==> config.mk <==
export PLATFORM = sky130hd
export DESIGN_NAME = fpa_front
export DESIGN_NICKNAME = d
export VERILOG_FILES = /design/src/rtl/core/fpa_pkg.sv /design/src/rtl/core/fpa_front.sv
export SDC_FILE = /design/constraint.sdc
export NUM_CORES = 1
export LEC_CHECK = 0
export BUFFER_PORTS_ARGS = -buffer_cell sky130_fd_sc_hd__buf_2
export CORE_UTILIZATION = 50
export DETAILED_ROUTE_END_ITERATION = 12
export PLACE_DENSITY_LB_ADDON = 0.1
export SYNTH_ARGS = -nofsm -noshare
export SYNTH_HDL_FRONTEND = slang
export SYNTH_SLANG_ARGS = --single-unit
==> constraint.sdc <==
create_clock -name vclk -period 10
set_clock_uncertainty 0.1 [all_clocks]
set_input_delay 2 -clock vclk [all_inputs]
set_output_delay 2 -clock vclk [all_outputs]
set_load 0.02 [all_outputs]
==> src/rtl/core/fpa_pkg.sv <==
package fpa_pkg;

  localparam int DIV_BITS = 32;

  localparam logic [3:0] OP_ADD = 4'd0;
  localparam logic [3:0] OP_SUB = 4'd1;
  localparam logic [3:0] OP_MUL = 4'd2;
  localparam logic [3:0] OP_DIV = 4'd3;
  localparam logic [3:0] OP_MIN = 4'd4;
  localparam logic [3:0] OP_MAX = 4'd5;
  localparam logic [3:0] OP_INC = 4'd6;
  localparam logic [3:0] OP_DEC = 4'd7;
  localparam logic [3:0] OP_INT = 4'd8;

  localparam logic [1:0] KIND_SIMPLE = 2'd0;
  localparam logic [1:0] KIND_MUL = 2'd1;
  localparam logic [1:0] KIND_DIV = 2'd2;

  localparam logic [31:0] SAT_POS = 32'h7fff_ffff;
  localparam logic [31:0] SAT_NEG = 32'h8000_0000;
  localparam logic [63:0] LIM_POS = 64'h0000_0000_7fff_ffff;
  localparam logic [63:0] LIM_NEG = 64'h0000_0000_8000_0000;

  typedef struct packed {
    logic [3:0] operation;
    logic signed [31:0] operand_a;
    logic signed [31:0] operand_b;
  } in_word_t;

  typedef struct packed {
    logic signed [31:0] result_raw;
    logic a_less;
    logic a_greater;
    logic a_equal;
    logic divide_by_zero;
    logic saturated;
  } out_word_t;

  typedef struct packed {
    logic [1:0] kind;
    logic [31:0] res;
    logic a_less;
    logic a_greater;
    logic a_equal;
    logic dz;
    logic neg;
    logic [31:0] mag_a;
    logic [31:0] mag_b;
  } cls_t;

endpackage

==> src/rtl/core/fpa_front.sv <==
module fpa_front #(
  parameter int FRAC_BITS = 8
) (
  input  logic             push,
  input  logic             q_full,
  input  fpa_pkg::in_word_t in_word,
  output logic             wr_en,
  output fpa_pkg::cls_t    cls
);
  import fpa_pkg::*;

  logic signed [31:0] a;
  logic signed [31:0] b;
  logic [31:0] ua;
  logic [31:0] ub;

  assign a = in_word.operand_a;
  assign b = in_word.operand_b;
  assign ua = in_word.operand_a;
  assign ub = in_word.operand_b;
  assign wr_en = push && !q_full;

  always_comb begin
    cls = '0;
    cls.kind = KIND_SIMPLE;
    cls.a_less = a < b;
    cls.a_greater = a > b;
    cls.a_equal = a == b;
    cls.neg = ua[31] ^ ub[31];
    cls.mag_a = ua[31] ? (~ua + 32'd1) : ua;
    cls.mag_b = ub[31] ? (~ub + 32'd1) : ub;
    case (in_word.operation)
      OP_ADD: cls.res = ua + ub;
      OP_SUB: cls.res = ua - ub;
      OP_MUL: cls.kind = KIND_MUL;
      OP_DIV: begin
        if (ub == 32'd0) begin
          cls.dz = 1'b1;
        end else begin
          cls.kind = KIND_DIV;
        end
      end
      OP_MIN: cls.res = (a < b) ? ua : ub;
      OP_MAX: cls.res = (a > b) ? ua : ub;
      OP_INC: cls.res = ua + 32'd1;
      OP_DEC: cls.res = ua - 32'd1;
      OP_INT: cls.res = 32'(a >>> FRAC_BITS);
      default: cls.res = 32'd0;
    endcase
  end

endmodule

After elaboration in Yosys (flattened, before gate mapping)
Index checks and enable logic that the tools add are counted.
{"block": "totals", "register_bits": 0, "inputBits": 70}
{"block": "classes", "add_sub_neg": 6, "n_lt_le_gt_ge": 2, "n_eq_ne": 9, "muxes": 9, "bitwise": 3, "reduce_logical": 4}
{"cell": "32-bit case mux with 7 select lines", "n": 1}
{"cell": "32-bit two-way mux", "n": 4}
{"cell": "32-bit by 1-bit adder with 32-bit output (second input constant)", "n": 3}
{"cell": "32-bit NOT", "n": 2}
{"cell": "32-bit adder", "n": 1}
{"cell": "32-bit equality test", "n": 1}
{"cell": "32-bit > comparator", "n": 1}
{"cell": "32-bit logical NOT", "n": 1}
{"cell": "32-bit less-than comparator", "n": 1}
{"cell": "32-bit by 1-bit subtractor with 32-bit output (second input constant)", "n": 1}
{"cell": "32-bit subtractor", "n": 1}
{"cell": "4-bit by 3-bit equality test with 1-bit output (second input constant)", "n": 4}
{"cell": "4-bit by 2-bit equality test with 1-bit output (second input constant)", "n": 2}
{"cell": "4-bit by 1-bit equality test with 1-bit output (second input constant)", "n": 1}
{"cell": "4-bit equality test (second input constant)", "n": 1}
{"cell": "4-bit logical NOT", "n": 1}
{"cell": "2-bit case mux with 2 select lines", "n": 1}
{"cell": "1-bit two-way mux", "n": 2}
{"cell": "2-bit two-way mux", "n": 1}
{"cell": "1-bit logical AND", "n": 1}
{"cell": "1-bit logical NOT", "n": 1}
{"cell": "1-bit XOR", "n": 1}

Logic depth before layout (Yosys ltp)
{"block": "logic_depth", "ltp_word": 3, "depth_mapped": 20, "mapped_depth_nobuf": 20}

Worst setup path after synthesis
No wires, ideal clock.
{"block": "synth_timing", "kind": "in2out", "start": "input port in_word[6] (netlist bit)", "end": "output port cls[100] (netlist bit)", "t_arrival_ps": 6028, "required_time_ps": 7900, "setup_slack_ps": 1872, "stages": 18, "path_buffers": 2, "path_cell_list": "buf_6 or3_4 or4_4 or4_4 or3_1 nand2b_4 nor2_1 xnor2_1 a21oi_1 ha_1 clkbuf_1 a21o_1 a21o_1 a21oi_1 o21a_1 o22ai_1 a211oi_1 o211ai_1"}
{"element": "start, declared", "line_no": "fpa_front.sv:6", "source": "input fpa_pkg::in_word_t in_word,"}
{"element": "end, declared", "line_no": "fpa_front.sv:8", "source": "output fpa_pkg::cls_t cls"}

==> results.json <==
{
  "swShare_pct": 62.7,
  "netSwitchingPower_mw": 0.340,
  "irDropWorstVdd_mv": 0.0442,
  "first_pass_iters": 7,
  "syn_avg_cell_area_um2": 6.65,
  "path_class": "in -> out",
  "crit_buf_inv": 3,
  "gp_congestion": 0.970,
  "worstSetupStartpointType": "input port",
  "first_iter_violations": 738,
  "grt_max_degree": 37,
  "yosysSeqAreaShare_pct": 0,
  "rsz0062_at_grt": "no",
  "synth_compound_area_share_pct": 32.6,
  "outcome": "finished clean",
  "syn_inst": 949,
  "yosysMostFrequentCell": "nand2_1",
  "vias_per_cell": 6.38,
  "clkPwrFrac_pct": 0,
  "syn_nets": 1089,
  "hold_path_end": "wr_en",
  "setup_tns_ns": 0,
  "drc": 0,
  "fill_cells": 1266,
  "nets": 1222,
  "min_path_type": "in -> out",
  "pwr-share-seq_pct": 0,
  "grt_pass1_vias": 7411,
  "fin_crit_ns": 8.76,
  "seqCellArea_um2": 0,
  "worst_slew_pin_slew_ns": 0.753,
  "p_int_mw": 0.203,
  "ant_nets": 0,
  "antenna_found_initial": 1,
  "worstPathMaxFanout": 11,
  "synth_common_cells": "nand2_1, xnor2_1, a21oi_1",
  "maxCapViolCount": 0,
  "synth_top_family_by_area": "compound AO/OA/AOI/OAI gates",
  "initial_core_util_pct": 51.9,
  "grt_first_pass_wirelength_um": 39000,
  "totalWireLength_um": 25000,
  "slowest_stage": "or4_4",
  "ctsResizeCount": 0,
  "slowest_delay_ns": 0.58,
  "p_per_area_nw_per_um2": 74.7,
  "yosys.area.top_type_share_pct": 15.1,
  "hold_ws_ns": 4.15,
  "crit_chain": "buf_2 > inv_1 > ha_1 > nand3_1 > or4_4 > or4_4 > or3_1 > nand2b_4 > a31oi_1 > ha_1 > o21ai_0 > nor2_1 > nor2_1 > a21oi_1 > a211oi_1 > mux2_2 > o21ai_0 > a211oi_1 > nand4_1 > buf_2",
  "final-hold-violation-count": 0,
  "num_vias": 7964,
  "path_delay_family": "simple AND/OR/NAND/NOR gates",
  "final-setup-viol-count": 0,
  "required_ns": 7.90,
  "synthSimpleGateAreaFrac_pct": 25.6,
  "num_rows": 40,
  "arrival_ns": 6.66,
  "maxSlewViolCount": 0,
  "cts_setup_buffers": 0,
  "portBuffers": 174,
  "synthMuxAreaShare_pct": 2.75,
  "relSlewSlack_pct": 49.3,
  "p_leak_nw": 3.42,
  "hp-start": "q_full",
  "endpoint_kind": "output pin",
  "routedWlPerCell_um": 20.0,
  "clockBufferCount": 0,
  "area_growth_pct": 15.2,
  "final_core_util_pct": 59.8,
  "fin_crit_sh_pct": 87.6,
  "synthAdderAreaFrac_pct": 14.1,
  "seq_cells": 0,
  "whs_path_depth": 3,
  "yosys.area.top_type": "xnor2_1",
  "ioPinCount": 174,
  "synthTopCellsByArea": "xnor2_1, ha_1, nand2_1, a21oi_1, a21o_1",
  "dieArea_um2": 13100,
  "synthXorXnorAreaFrac_pct": 18.6,
  "dp_hpwl_um": 20000,
  "hold_buffers": 0,
  "grt_usage_pct": 38.1,
  "synth_area_um2": 6310,
  "max_freq_mhz": 114,
  "combPwrFrac_pct": 100.0,
  "dieHeight_um": 114,
  "core_region_area_um2": 12200,
  "die_w_um": 114,
  "drive_gt1_share_pct": 19.4,
  "yosysWarningCount": 0,
  "grt_overflow": 0,
  "synthDistinctLibCells": 64
}
-- per-stage QoR --
stage / setup WS (ns) / cells / power, mW / instance area [um2]
2_1_floorplan: 1.87 / 949 / 0.370 / 6310
3_3_place_gp: 1.33 / 1248 / 0.535 / 7270
3_5_place_dp: 1.28 / 1248 / 0.534 / 7270
4_1_cts: 1.26 / 1248 / 0.537 / 7270
5_1_grt: 0.843 / 1248 / 0.587 / 7270
6_report: 1.24 / 1249 / 0.543 / 7280
-- cells by family after synthesis --
| logic type | Yosys count |
|---|---|
| buffers and inverters | 103 |
| xor gates and xnor gates | 134 |
| and+or+nand+nor | 320 |
| adders and majority gates | 70 |
| muxes | 17 |
| AOI/OAI and AO/OA | 305 |
-- per-layer routing --
metal,up-vias,GRT usage (%),part of all wire (%),routed length [um]
met1,3588,45.1,38,9540
met5,-,0,0,0
li1,3795,-,-,-
met3,104,4.66,8.6,2160
met4,0,23.3,7.1,1780
met2,477,65.6,46,11500
-- layout make-up --
cell class | count | area, um2 | share of cell area, %
Multi-Input combinational cell | 846 | 5940 | 81.6
Timing Repair Buffer | 182 | 931 | 12.8
Tap cell | 168 | 210 | 2.89
Inverter | 52 | 195 | 2.68
Antenna cell | 1 | 2.50 | 0.0344
-- placed cells by master (no fill, tap or decap), types with 4 or more instances in the layout --
cell,count
a222oi_1,19
ha_1,68
nor2b_1,11
o41ai_1,7
buf_2,174
o221ai_1,5
xor2_1,25
or3_1,12
nor2_1,48
a211oi_1,8
o21a_1,17
and3_1,7
and2_1,6
a211o_1,4
or4_1,4
o211ai_1,13
o21ai_1,5
nand2_1,117
o22ai_1,4
or3_4,5
inv_1,52
mux2i_1,13
nand3_1,27
or2_2,4
nand2b_1,15
a22oi_1,15
a221oi_1,5
nor3_1,22
nor4_1,9
nand4_1,16
buf_4,8
a21oi_1,80
a31oi_1,16
a21o_1,30
o31ai_1,13
o21ai_0,38
and4_1,4
xnor2_1,109
-- worst max-delay path by stage --
stage	endpoint	slack, ns	startpoint	cells past startpoint
2_1_floorplan	cls[100]	1.87	in_word[6]	18
3_3_place_gp	cls[99]	1.33	in_word[1]	20
3_5_place_dp	cls[99]	1.28	in_word[1]	20
4_1_cts	cls[99]	1.26	in_word[1]	20
5_1_grt	cls[99]	0.84	in_word[1]	20
6_report	cls[99]	1.24	in_word[1]	20
-- power by group through the flow --
stage	logic, mW	clock network [mW]	registers, mW
finish	0.543	0.0000000134	0
global route	0.587	0	0
floorplan	0.370	0	0
global placement	0.535	0	0
CTS	0.537	0	0
detailed placement	0.534	0	0
Power figures use the tool's default switching activity.
