**src/rtl/core/fpa_pkg.sv**
```systemverilog
package fpa_pkg;

  localparam int DIV_BITS = 32;

  localparam logic [3:0] OP_ADD = 4'd0;
  localparam logic [3:0] OP_SUB = 4'd1;
  localparam logic [3:0] OP_MUL = 4'd2;
  localparam logic [3:0] OP_DIV = 4'd3;
  localparam logic [3:0] OP_MIN = 4'd4;
  localparam logic [3:0] OP_MAX = 4'd5;
  localparam logic [3:0] OP_INC = 4'd6;
  localparam logic [3:0] OP_DEC = 4'd7;
  localparam logic [3:0] OP_INT = 4'd8;

  localparam logic [1:0] KIND_SIMPLE = 2'd0;
  localparam logic [1:0] KIND_MUL = 2'd1;
  localparam logic [1:0] KIND_DIV = 2'd2;

  localparam logic [31:0] SAT_POS = 32'h7fff_ffff;
  localparam logic [31:0] SAT_NEG = 32'h8000_0000;
  localparam logic [63:0] LIM_POS = 64'h0000_0000_7fff_ffff;
  localparam logic [63:0] LIM_NEG = 64'h0000_0000_8000_0000;

  typedef struct packed {
    logic [3:0] operation;
    logic signed [31:0] operand_a;
    logic signed [31:0] operand_b;
  } in_word_t;

  typedef struct packed {
    logic signed [31:0] result_raw;
    logic a_less;
    logic a_greater;
    logic a_equal;
    logic divide_by_zero;
    logic saturated;
  } out_word_t;

  typedef struct packed {
    logic [1:0] kind;
    logic [31:0] res;
    logic a_less;
    logic a_greater;
    logic a_equal;
    logic dz;
    logic neg;
    logic [31:0] mag_a;
    logic [31:0] mag_b;
  } cls_t;

endpackage

```
**src/rtl/core/fpa_queue.sv**
```systemverilog
module fpa_queue #(
  parameter int DEPTH = 4
) (
  input  logic          clk,
  input  logic          rst_n,
  input  logic          wr_en,
  input  fpa_pkg::cls_t wr_data,
  output logic          full,
  input  logic          rd_en,
  output fpa_pkg::cls_t rd_data,
  output logic          empty
);
  import fpa_pkg::*;

  localparam int AW = (DEPTH > 1) ? $clog2(DEPTH) : 1;
  localparam int CW = $clog2(DEPTH + 1);

  cls_t mem_r [DEPTH];
  logic [AW-1:0] wr_ptr_r;
  logic [AW-1:0] wr_ptr_nxt;
  logic [AW-1:0] rd_ptr_r;
  logic [AW-1:0] rd_ptr_nxt;
  logic [CW-1:0] count_r;
  logic [CW-1:0] count_nxt;

  assign full = count_r == CW'(DEPTH);
  assign empty = count_r == '0;
  assign rd_data = mem_r[rd_ptr_r];

  always_comb begin
    wr_ptr_nxt = wr_ptr_r;
    rd_ptr_nxt = rd_ptr_r;
    count_nxt = count_r;
    if (wr_en) begin
      wr_ptr_nxt = (wr_ptr_r == AW'(DEPTH - 1)) ? '0 : wr_ptr_r + 1'b1;
    end
    if (rd_en) begin
      rd_ptr_nxt = (rd_ptr_r == AW'(DEPTH - 1)) ? '0 : rd_ptr_r + 1'b1;
    end
    if (wr_en && !rd_en) begin
      count_nxt = count_r + 1'b1;
    end else if (rd_en && !wr_en) begin
      count_nxt = count_r - 1'b1;
    end
  end

  always_ff @(posedge clk) begin
    if (!rst_n) begin
      wr_ptr_r <= '0;
      rd_ptr_r <= '0;
      count_r <= '0;
    end else begin
      wr_ptr_r <= wr_ptr_nxt;
      rd_ptr_r <= rd_ptr_nxt;
      count_r <= count_nxt;
    end
  end

  always_ff @(posedge clk) begin
    if (wr_en) begin
      mem_r[wr_ptr_r] <= wr_data;
    end
  end

endmodule

```
**config.mk**
```make
export PLATFORM = sky130hd
export DESIGN_NAME = fpa_queue
export DESIGN_NICKNAME = d
export VERILOG_FILES = /design/src/rtl/core/fpa_pkg.sv /design/src/rtl/core/fpa_queue.sv
export SDC_FILE = /design/constraint.sdc
export NUM_CORES = 1
export LEC_CHECK = 0
export CAP_MARGIN = 15
export CORE_ASPECT_RATIO = 0.75
export CORE_MARGIN = 4
export CORE_UTILIZATION = 35
export CTS_CLUSTER_SIZE = 28
export DETAILED_ROUTE_END_ITERATION = 12
export DONT_BUFFER_PORTS = 1
export PLACE_DENSITY_LB_ADDON = 0.15
export SYNTH_ARGS = -nofsm -noshare
export SYNTH_HDL_FRONTEND = slang
export SYNTH_SLANG_ARGS = --single-unit
```
**constraint.sdc**
```tcl
create_clock -name clk -period 4.84 [get_ports clk]
set_input_delay 0.968 -clock clk [delete_from_list [all_inputs] [get_ports clk]]
set_output_delay 0.968 -clock clk [all_outputs]
set_load 0.005 [all_outputs]
```
# Word-level counts from Yosys, hierarchy flattened

Memory sizes are Yosys's and may differ from the RTL's. A register that Yosys moved wholly into a read port is not among the register bits.
Cells that the tools add are included.

Register bits: 7
Latch bits: 0
Bits in writable memories: 412
Memory bits (read-only): 0
Logic and storage cells: 25
Memories: 1

Add/subtract/negate cells: 4
Multipliers: 0
Divide/modulo/power cells: 0
Magnitude comparators: 0
Equality and inequality tests: 3
Shift-type cells: 0
Mux-type cells: 8
Bitwise operators: 0
Reductions and logical operators: 6

Memories:

| name  | depth | width | rd ports | clocked after memory_dff | write ports | RTL line        | source |
|---|---|---|---|---|---|---|---|
| mem_r | 4     | 103   | 1        | 1                        | 1           | fpa_queue.sv:18 | `cls_t mem_r [DEPTH];` |

Operators by type and width:

| kind                                              | number |
|---|---|
| two-way mux 2 bit                                 | 4 |
| two-way mux 3 bit                                 | 2 |
| adder 2 x 1 -> 2 bit (second input constant)      | 2 |
| equality test 2 bit (second input constant)       | 2 |
| adder 3 x 1 -> 3 bit (second input constant)      | 1 |
| equality test 3 bit (second input constant)       | 1 |
| zero test 3 bit                                   | 1 |
| subtractor 3 x 1 -> 3 bit (second input constant) | 1 |
| logical AND 1 bit                                 | 2 |
| zero test 1 bit                                   | 2 |
| two-way mux 1 bit                                 | 2 |
| nonzero test 2 bit                                | 1 |

# Longest topological paths before layout

Gate-level depths: netlist (run 1).

Depth in word-level cells: 4
Gate-level depth with buffers: 7

# Worst setup path before layout (run 1)

Ideal clock, no wire load.

Path kind: input-to-reg
Start point: input port wr_en
End point: memory mem_r[0][0] (netlist bit), enable pin
Library setup time: 473 ps
Data arrival time: 3344 ps
Data required time: 4367 ps
Path slack: 1023 ps
Stages: 1
Buffers on the path: 0
Path through: and2_1

Longest elaborated chain between the ends: 2

Ends and longest elaborated chain:

| element                                 | RTL line        | source |
|---|---|---|
| from (decl)                             | fpa_queue.sv:6  | `input logic wr_en,` |
| two-way mux 1 bit                       | fpa_queue.sv:60 | `if (wr_en) begin` |
| two-way mux 1 bit (not written as such) | fpa_queue.sv:61 | `mem_r[wr_ptr_r] <= wr_data;` |
| to (decl)                               | fpa_queue.sv:18 |  |

No other way between the ends.

==> flow_summary.json, run 1 <==
{
  "start_util": 0.354,
  "netlist_top_cells_area": "edfxtp_1 (80%), mux4_2 (15%), dfxtp_1 (1.2%)",
  "power.leakage_nw": 5.25,
  "post_route_cells_drive_above_1_share": 0.273,
  "tritoncts": "done",
  "antenna_violating_nets_post_route": 0,
  "result_of_the_run": "complete, no violations",
  "p_per_area_nw_per_um2": 449,
  "yosysUniqueCellTypes": 23,
  "report.final.hold_viol_count": 0,
  "remaining_drc_errors": 0,
  "cp-end-kind": "output port",
  "tightestPinTransition_ps": 1050,
  "antenna_cells_inserted": 0,
  "count_of_instances_resized_after_the_clock_tree_is_built": 0,
  "fin_total_pwr_w": 0.00779,
  "clock_skew_ps": 14.8,
  "postLayoutSetupSlackWorst_ps": 1370,
  "top_level_ports": 212,
  "layout_commonest_cell": "edfxtp_1",
  "cp.arrival_ps": 2500,
  "grtUsageTotal": 0.123,
  "total_grt_overflow": 0,
  "place.detailed.hpwl_um": 17300,
  "clock_tree.root_cell": "clkbuf_16",
  "timing.final.setup_violations": 0,
  "portBuffers": 0,
  "yosys_warnings": 0,
  "site_rows": 66,
  "fin_setup_tns_ps": 0,
  "placedInstanceArea_um2": 16000,
  "total_number_of_nets_in_the_final_design": 725,
  "antenna_violations_before_repair": 1,
  "unrepaired_setup_endpoints_after_global_routing": "no",
  "postLayoutCellArea_um2": 17400,
  "criticalPathCategory": "reg -> out",
  "areaGrowthSynthToFinish_pct": 12.7,
  "cts-root-to-sink-buffers": 3,
  "synthesis.area_um2": 15400,
  "synth_sequential_area_ratio": 0.815,
  "finalCriticalPeriod_ps": 3470,
  "syn-mean-instance-area_um2": 26.5,
  "highest_clock_frequency_the_design_can_meet_mhz": 288,
  "first_global_vias": 6656,
  "critPathLaunchType": "flip-flop",
  "grt_start_max_net_pins": 63,
  "syn_nets": 696,
  "cap_viol_max_count": 0,
  "core_um2": 43400,
  "synth_seq_cells": 421,
  "die_h_um": 190,
  "cp.required_ps": 3870,
  "fp.dieArea_um2": 47400,
  "max-vdd-ir-drop_uv": 248,
  "grt_first_pass_wirelength_um": 43800,
  "drt_iter0_drc": 322,
  "post_drt_via_cell_ratio": 4.90,
  "cts.sink_count": 421,
  "vias": 5972,
  "h-tree-depth": 2,
  "cts-buffers-inserted": 41,
  "cts.clk_slew.worst_paths_ps": 60,
  "gp_congestion": 0.704,
  "layout.cells.most_common_list": "edfxtp_1 (412), mux4_2 (103), clkbuf_16 (43)",
  "cts_hold_buffers": 0,
  "drv_slew": 0,
  "post_cts.repair.setup_buffers": 0,
  "postRouteWirelength_um": 29500,
  "slew_headroom": 0.297,
  "synth.top_cell.area_share": 0.804,
  "post-synth-top-area-cell": "edfxtp_1",
  "post_synth_inst_count": 582,
  "critPathMaxFanout": 34,
  "avgRoutedWirePerCell_um": 24.1,
  "drt_first_pass_iters": 4,
  "preCtsSetupSlack_ps": 1810,
  "worstHoldPathType": "in -> reg",
  "die_w_um": 250,
  "share_of_the_clock_period_used_by_the_worst_path": 0.717,
  "clock_latency_late_sink_ps": 530
}
power by group:
group          internal [W]  switching (W)
Clock               0.00182        0.00129
Combinational      0.000197       0.000233
Sequential          0.00418      0.0000665
Total               0.00620        0.00159
cell families (layout without fill, tap and decap cells):
family                     after synthesis  after routing  share of synthesized area
AOI/OAI and AO/OA                        3              3                    0.00130
xor gates and xnor gates                 2              2                    0.00114
adders and majority gates                7              7                    0.00618
buffers and inverters                   27             87                     0.0169
DFF                                    421            421                      0.815
muxes                                  107            107                      0.153
and+or+nand+nor                         15             15                    0.00585
metal layers:
layer  up-vias  share of wire  track usage
li1       2557              -            -
met1      3183           0.38        0.147
met2       185           0.49        0.203
met3        47           0.11       0.0564
met4         0          0.019       0.0316
met5         -              0            0
stage by stage:
| stage | utilization | hold WS (ps) | cells |
|---|---|---|---|
| 2_1_floorplan | - | 472 | 582 |
| 3_3_place_gp | 0.369 | 486 | 1146 |
| 3_5_place_dp | 0.369 | 544 | 1146 |
| 4_1_cts | 0.400 | 481 | 1220 |
| 5_1_grt | 0.400 | 482 | 1220 |
| 6_report | 0.400 | 523 | 1220 |
cell type report:
type / instances / area, um^2
clock buffer: 57 / 1150
clock inverter: 17 / 174
fill: 3814 / 26100
inverter: 4 / 15.0
multi-input combinational: 134 / 2590
sequential: 421 / 12600
tap: 578 / 723
timing repair buffer: 9 / 143
worst max-delay path, stage by stage, from the launching register on:
cell	delay, ps
dfxtp_4	830
buf_4	500
mux4_2	590
registers in the layout, indices dropped and copies added (netlist names), named ones only:
name	cells
rd_ptr_r	2
count_r	3
mem_r	412
wr_ptr_r	2
final timing paths:
check	start	endpoint	slack, ps	cells after the start
max	flip-flop	rd_data[81]	1370	2
min	wr_data[20]	mem_r[0][20]	520	0
max reg2reg	wr_ptr_r[0]	mem_r[3][77]	2620	3
min reg2reg	rd_ptr_r[1]	flip-flop	540	2
Yosys cell counts:
cell type and count:
nor3b_1 1, o21a_1 1, fa_1 1, a21boi_0 1, nor2_1 1, mux2i_1 4
xor2_1 1, mux4_2 103, or3_1 1, edfxtp_1 412, o21ai_0 1, buf_4 3
buf_1 3, dfxtp_1 9, xnor2_1 1, and2_1 5, nor2b_1 5, inv_1 4
buf_12 8, buf_6 1, ha_1 6, nor3_1 2, buf_2 8
No activity file was read; power rests on OpenSTA's default activity.
==> inputs of run 2 (changes only) <==
--- a/config.mk
+++ b/config.mk
@@ -5,6 +5,7 @@
 export SDC_FILE = /design/constraint.sdc
 export NUM_CORES = 1
 export LEC_CHECK = 0
+export ABC_AREA = 1
 export CAP_MARGIN = 15
 export CORE_ASPECT_RATIO = 0.75
 export CORE_MARGIN = 4
==> constraint.sdc (replaced) <==
create_clock -name clk -period 3.49 [get_ports clk]
set_input_delay 0.698 -clock clk [delete_from_list [all_inputs] [get_ports clk]]
set_output_delay 0.698 -clock clk [all_outputs]
set_load 0.005 [all_outputs]
==> flow_summary.json, run 2 <==
{
  "result_of_the_run": "complete, no violations",
  "numPlacedInstances": 1585,
  "synth_seq_cells": 421,
  "fp.dieArea_um2": 48300,
  "areaGrowthSynthToFinish_pct": 12.7,
  "cp.arrival_ps": 2150,
  "post-synth-top-area-cell": "edfxtp_1",
  "post_drt_via_cell_ratio": 5.10,
  "synth_most_common_cell": "edfxtp_1",
  "top_level_ports": 212,
  "antenna_violations_before_repair": 0,
  "report.final.hold_viol_count": 0,
  "cts_hold_buffers": 0,
  "critPathMaxFanout": 146,
  "reg.largest.list": "mem_r (412), count_r (3)",
  "ys_top_cells_by_count": "edfxtp_1 (412), nor2_1 (214), o21ai_0 (203)",
  "avgRoutedWirePerCell_um": 21.8,
  "grt_start_max_net_pins": 147,
  "timing.final.setup_violations": 0,
  "drt_first_pass_iters": 5,
  "post_route_cells_drive_above_1_share": 0.0769,
  "critical_path.cell_chain": "buf_12 -> o21ai_0 -> o22ai_1",
  "critical_path.reg2reg.endpoint": "mem_r[3][26]",
  "worstHoldPathType": "in -> reg",
  "synth_edf_count": 412,
  "portBuffers": 0,
  "cts-root-to-sink-buffers": 3,
  "synth.top_cell.area_share": 0.789,
  "first_global_vias": 8382,
  "m1WireLength_um": 15800,
  "top_register": "mem_r",
  "cts.sink_count": 421,
  "cts.clk_slew.worst_paths_ps": 60,
  "tritoncts": "done",
  "highest_clock_frequency_the_design_can_meet_mhz": 352,
  "unrepaired_setup_endpoints_after_global_routing": "no",
  "h-tree-depth": 2,
  "met3WireLength_um": 3200,
  "remaining_drc_errors": 0,
  "detailroute.wirelength.met2_um": 16600,
  "p_per_area_nw_per_um2": 624,
  "site_rows": 66,
  "critPathLaunchType": "flip-flop",
  "max-vdd-ir-drop_uv": 384,
  "gp_congestion": 0.708,
  "critPathSlowestCell": "dfxtp_4",
  "yosys_warnings": 0,
  "criticalPathCategory": "reg -> out",
  "core_um2": 43800,
  "antenna_violating_nets_post_route": 0,
  "power.leakage_nw": 5.66,
  "finalCriticalPeriod_ps": 2840,
  "syn_nets": 1169,
  "final_cells": 1659,
  "fin_setup_tns_ps": 0,
  "yosysUniqueCellTypes": 20,
  "drt_iter0_drc": 548,
  "clock_latency_late_sink_ps": 540,
  "nFillCells": 4024,
  "largest_register_ffs": 412,
  "total_grt_overflow": 0,
  "grtUsageTotal": 0.145,
  "top_signal_layer_used": "met4",
  "post_cts.repair.setup_buffers": 0,
  "most_used_flip_flop_cell_after_synthesis": "edfxtp_1",
  "total_number_of_nets_in_the_final_design": 1165,
  "place.detailed.hpwl_um": 20500,
  "layout.cells.most_common_list": "edfxtp_1 (412), nor2_1 (214), o21ai_0 (203)",
  "post_synth_inst_count": 1055,
  "synth_sequential_area_ratio": 0.801,
  "worstHoldPathCells": 0,
  "synth_mux_area_frac": 0,
  "count_of_instances_resized_after_the_clock_tree_is_built": 0,
  "beginning_of_the_worst_hold_path": "wr_data[2]",
  "grt_first_pass_wirelength_um": 53800,
  "cap_viol_max_count": 0,
  "synth-xor-area-share": 0.000559,
  "start_util": 0.358,
  "cp-end-kind": "output port",
  "synth_compound_gate_area_share": 0.109,
  "netlist_top_cells_area": "edfxtp_1 (79%), o21ai_0 (6.5%), nor2_1 (5.1%)",
  "slew_headroom": 0.521,
  "critPathMaxStageDelay_ps": 430,
  "post_synth_and_or_nand_nor_area_fraction": 0.0552,
  "min_delay_worst_endpoint": "mem_r[2][2]",
  "r2r_depth": 4,
  "tightestPinTransition_ps": 718,
  "r2r_slack_ps": 1580,
  "cts-buffers-inserted": 42,
  "drv_slew": 0,
  "vias": 8456,
  "die_w_um": 252,
  "syn-mean-instance-area_um2": 14.9,
  "layout_commonest_cell": "edfxtp_1",
  "worst_r2r_startpoint": "wr_ptr_r[0]",
  "yosys.area_share.adder": 0.00607,
  "clock_skew_ps": 8.52,
  "synth_top_family_by_area": "compound AO/OA/AOI/OAI gates",
  "synthesis.area_um2": 15700,
  "share_of_the_clock_period_used_by_the_worst_path": 0.815,
  "die_h_um": 191,
  "asyncSetResetFlopFracSynth": 0,
  "clock_tree.root_cell": "clkbuf_16",
  "cp.required_ps": 2790,
  "postRouteWirelength_um": 36100
}
run 2: cell count changes after synthesis, sizes merged, moves of 2 or more:
cell,previous run,this run
nand2,0,8
a21oi,0,3
o22ai,0,103
mux4,103,0
and2,5,0
buf,23,27
nor3,2,4
nor2,1,214
clkbuf,0,40
o21ai,1,209
mux2i,4,0
inv,4,16
nor2b,5,0
run 2: routing by layer:
metal	GRT usage	vias to the layer above
met3	0.0594	46
li1	-	3969
met4	0.0327	0
met5	0	-
met1	0.188	4216
met2	0.232	225
run 2: worst max path at each step:
stage / start / end / slack (ps) / cells past startpoint
final: flip-flop / rd_data[17] / 650 / 3
after CTS: flip-flop / rd_data[94] / 600 / 4
after global placement: flip-flop / rd_data[96] / 1220 / 4
after floorplan: wr_en / mem_r[3][0] / 310 / 2
after detailed placement: flip-flop / rd_data[94] / 1190 / 4
after global routing: flip-flop / rd_data[13] / 470 / 3
run 2: cell type report:
type | count | area (um^2) | share of cell area
Sequential cell | 421 | 12600 | 0.711
Multi-Input combinational cell | 551 | 2670 | 0.151
Clock buffer | 58 | 1210 | 0.0687
Tap cell | 578 | 723 | 0.0409
Timing Repair Buffer | 19 | 280 | 0.0159
Clock inverter | 15 | 144 | 0.00814
Inverter | 16 | 76.3 | 0.00432
Antenna cell | 1 | 2.50 | 0.000142
run 2: cell families (layout without fill, tap and decap cells):
family / Yosys count / in the layout
DFF: 421 / 421
other: 0 / 1
adders and majority gates: 7 / 7
buffers and inverters: 83 / 108
and+or+nand+nor: 228 / 228
xor gates and xnor gates: 1 / 1
AOI/OAI and AO/OA: 315 / 315
run 2: critical path: cells and delay by family (launching register included):
family / cells / cell delay [ps]
AOI/OAI and AO/OA: 2 / 580
DFF: 1 / 430
buffers and inverters: 1 / 400
run 2: metrics by stage:
| stage | setup WS (ps) | instance area (um^2) | util | hold WS [ps] | total power [W] |
|---|---|---|---|---|---|
| final | 646 | 17700 | 0.404 | 254 | 0.0110 |
| after floorplan | 310 | 15700 | - | 490 | 0.00647 |
| after global placement | 1220 | 16300 | 0.373 | 525 | 0.00672 |
| after detailed placement | 1190 | 16300 | 0.373 | 526 | 0.00672 |
| after CTS | 604 | 17700 | 0.404 | 215 | 0.0112 |
| after global routing | 474 | 17700 | 0.404 | 211 | 0.0115 |
run 2: power breakdown:
group	switching, W	internal (W)
Clock	0.00180	0.00264
Sequential	0.0000594	0.00578
Combinational	0.000549	0.000198
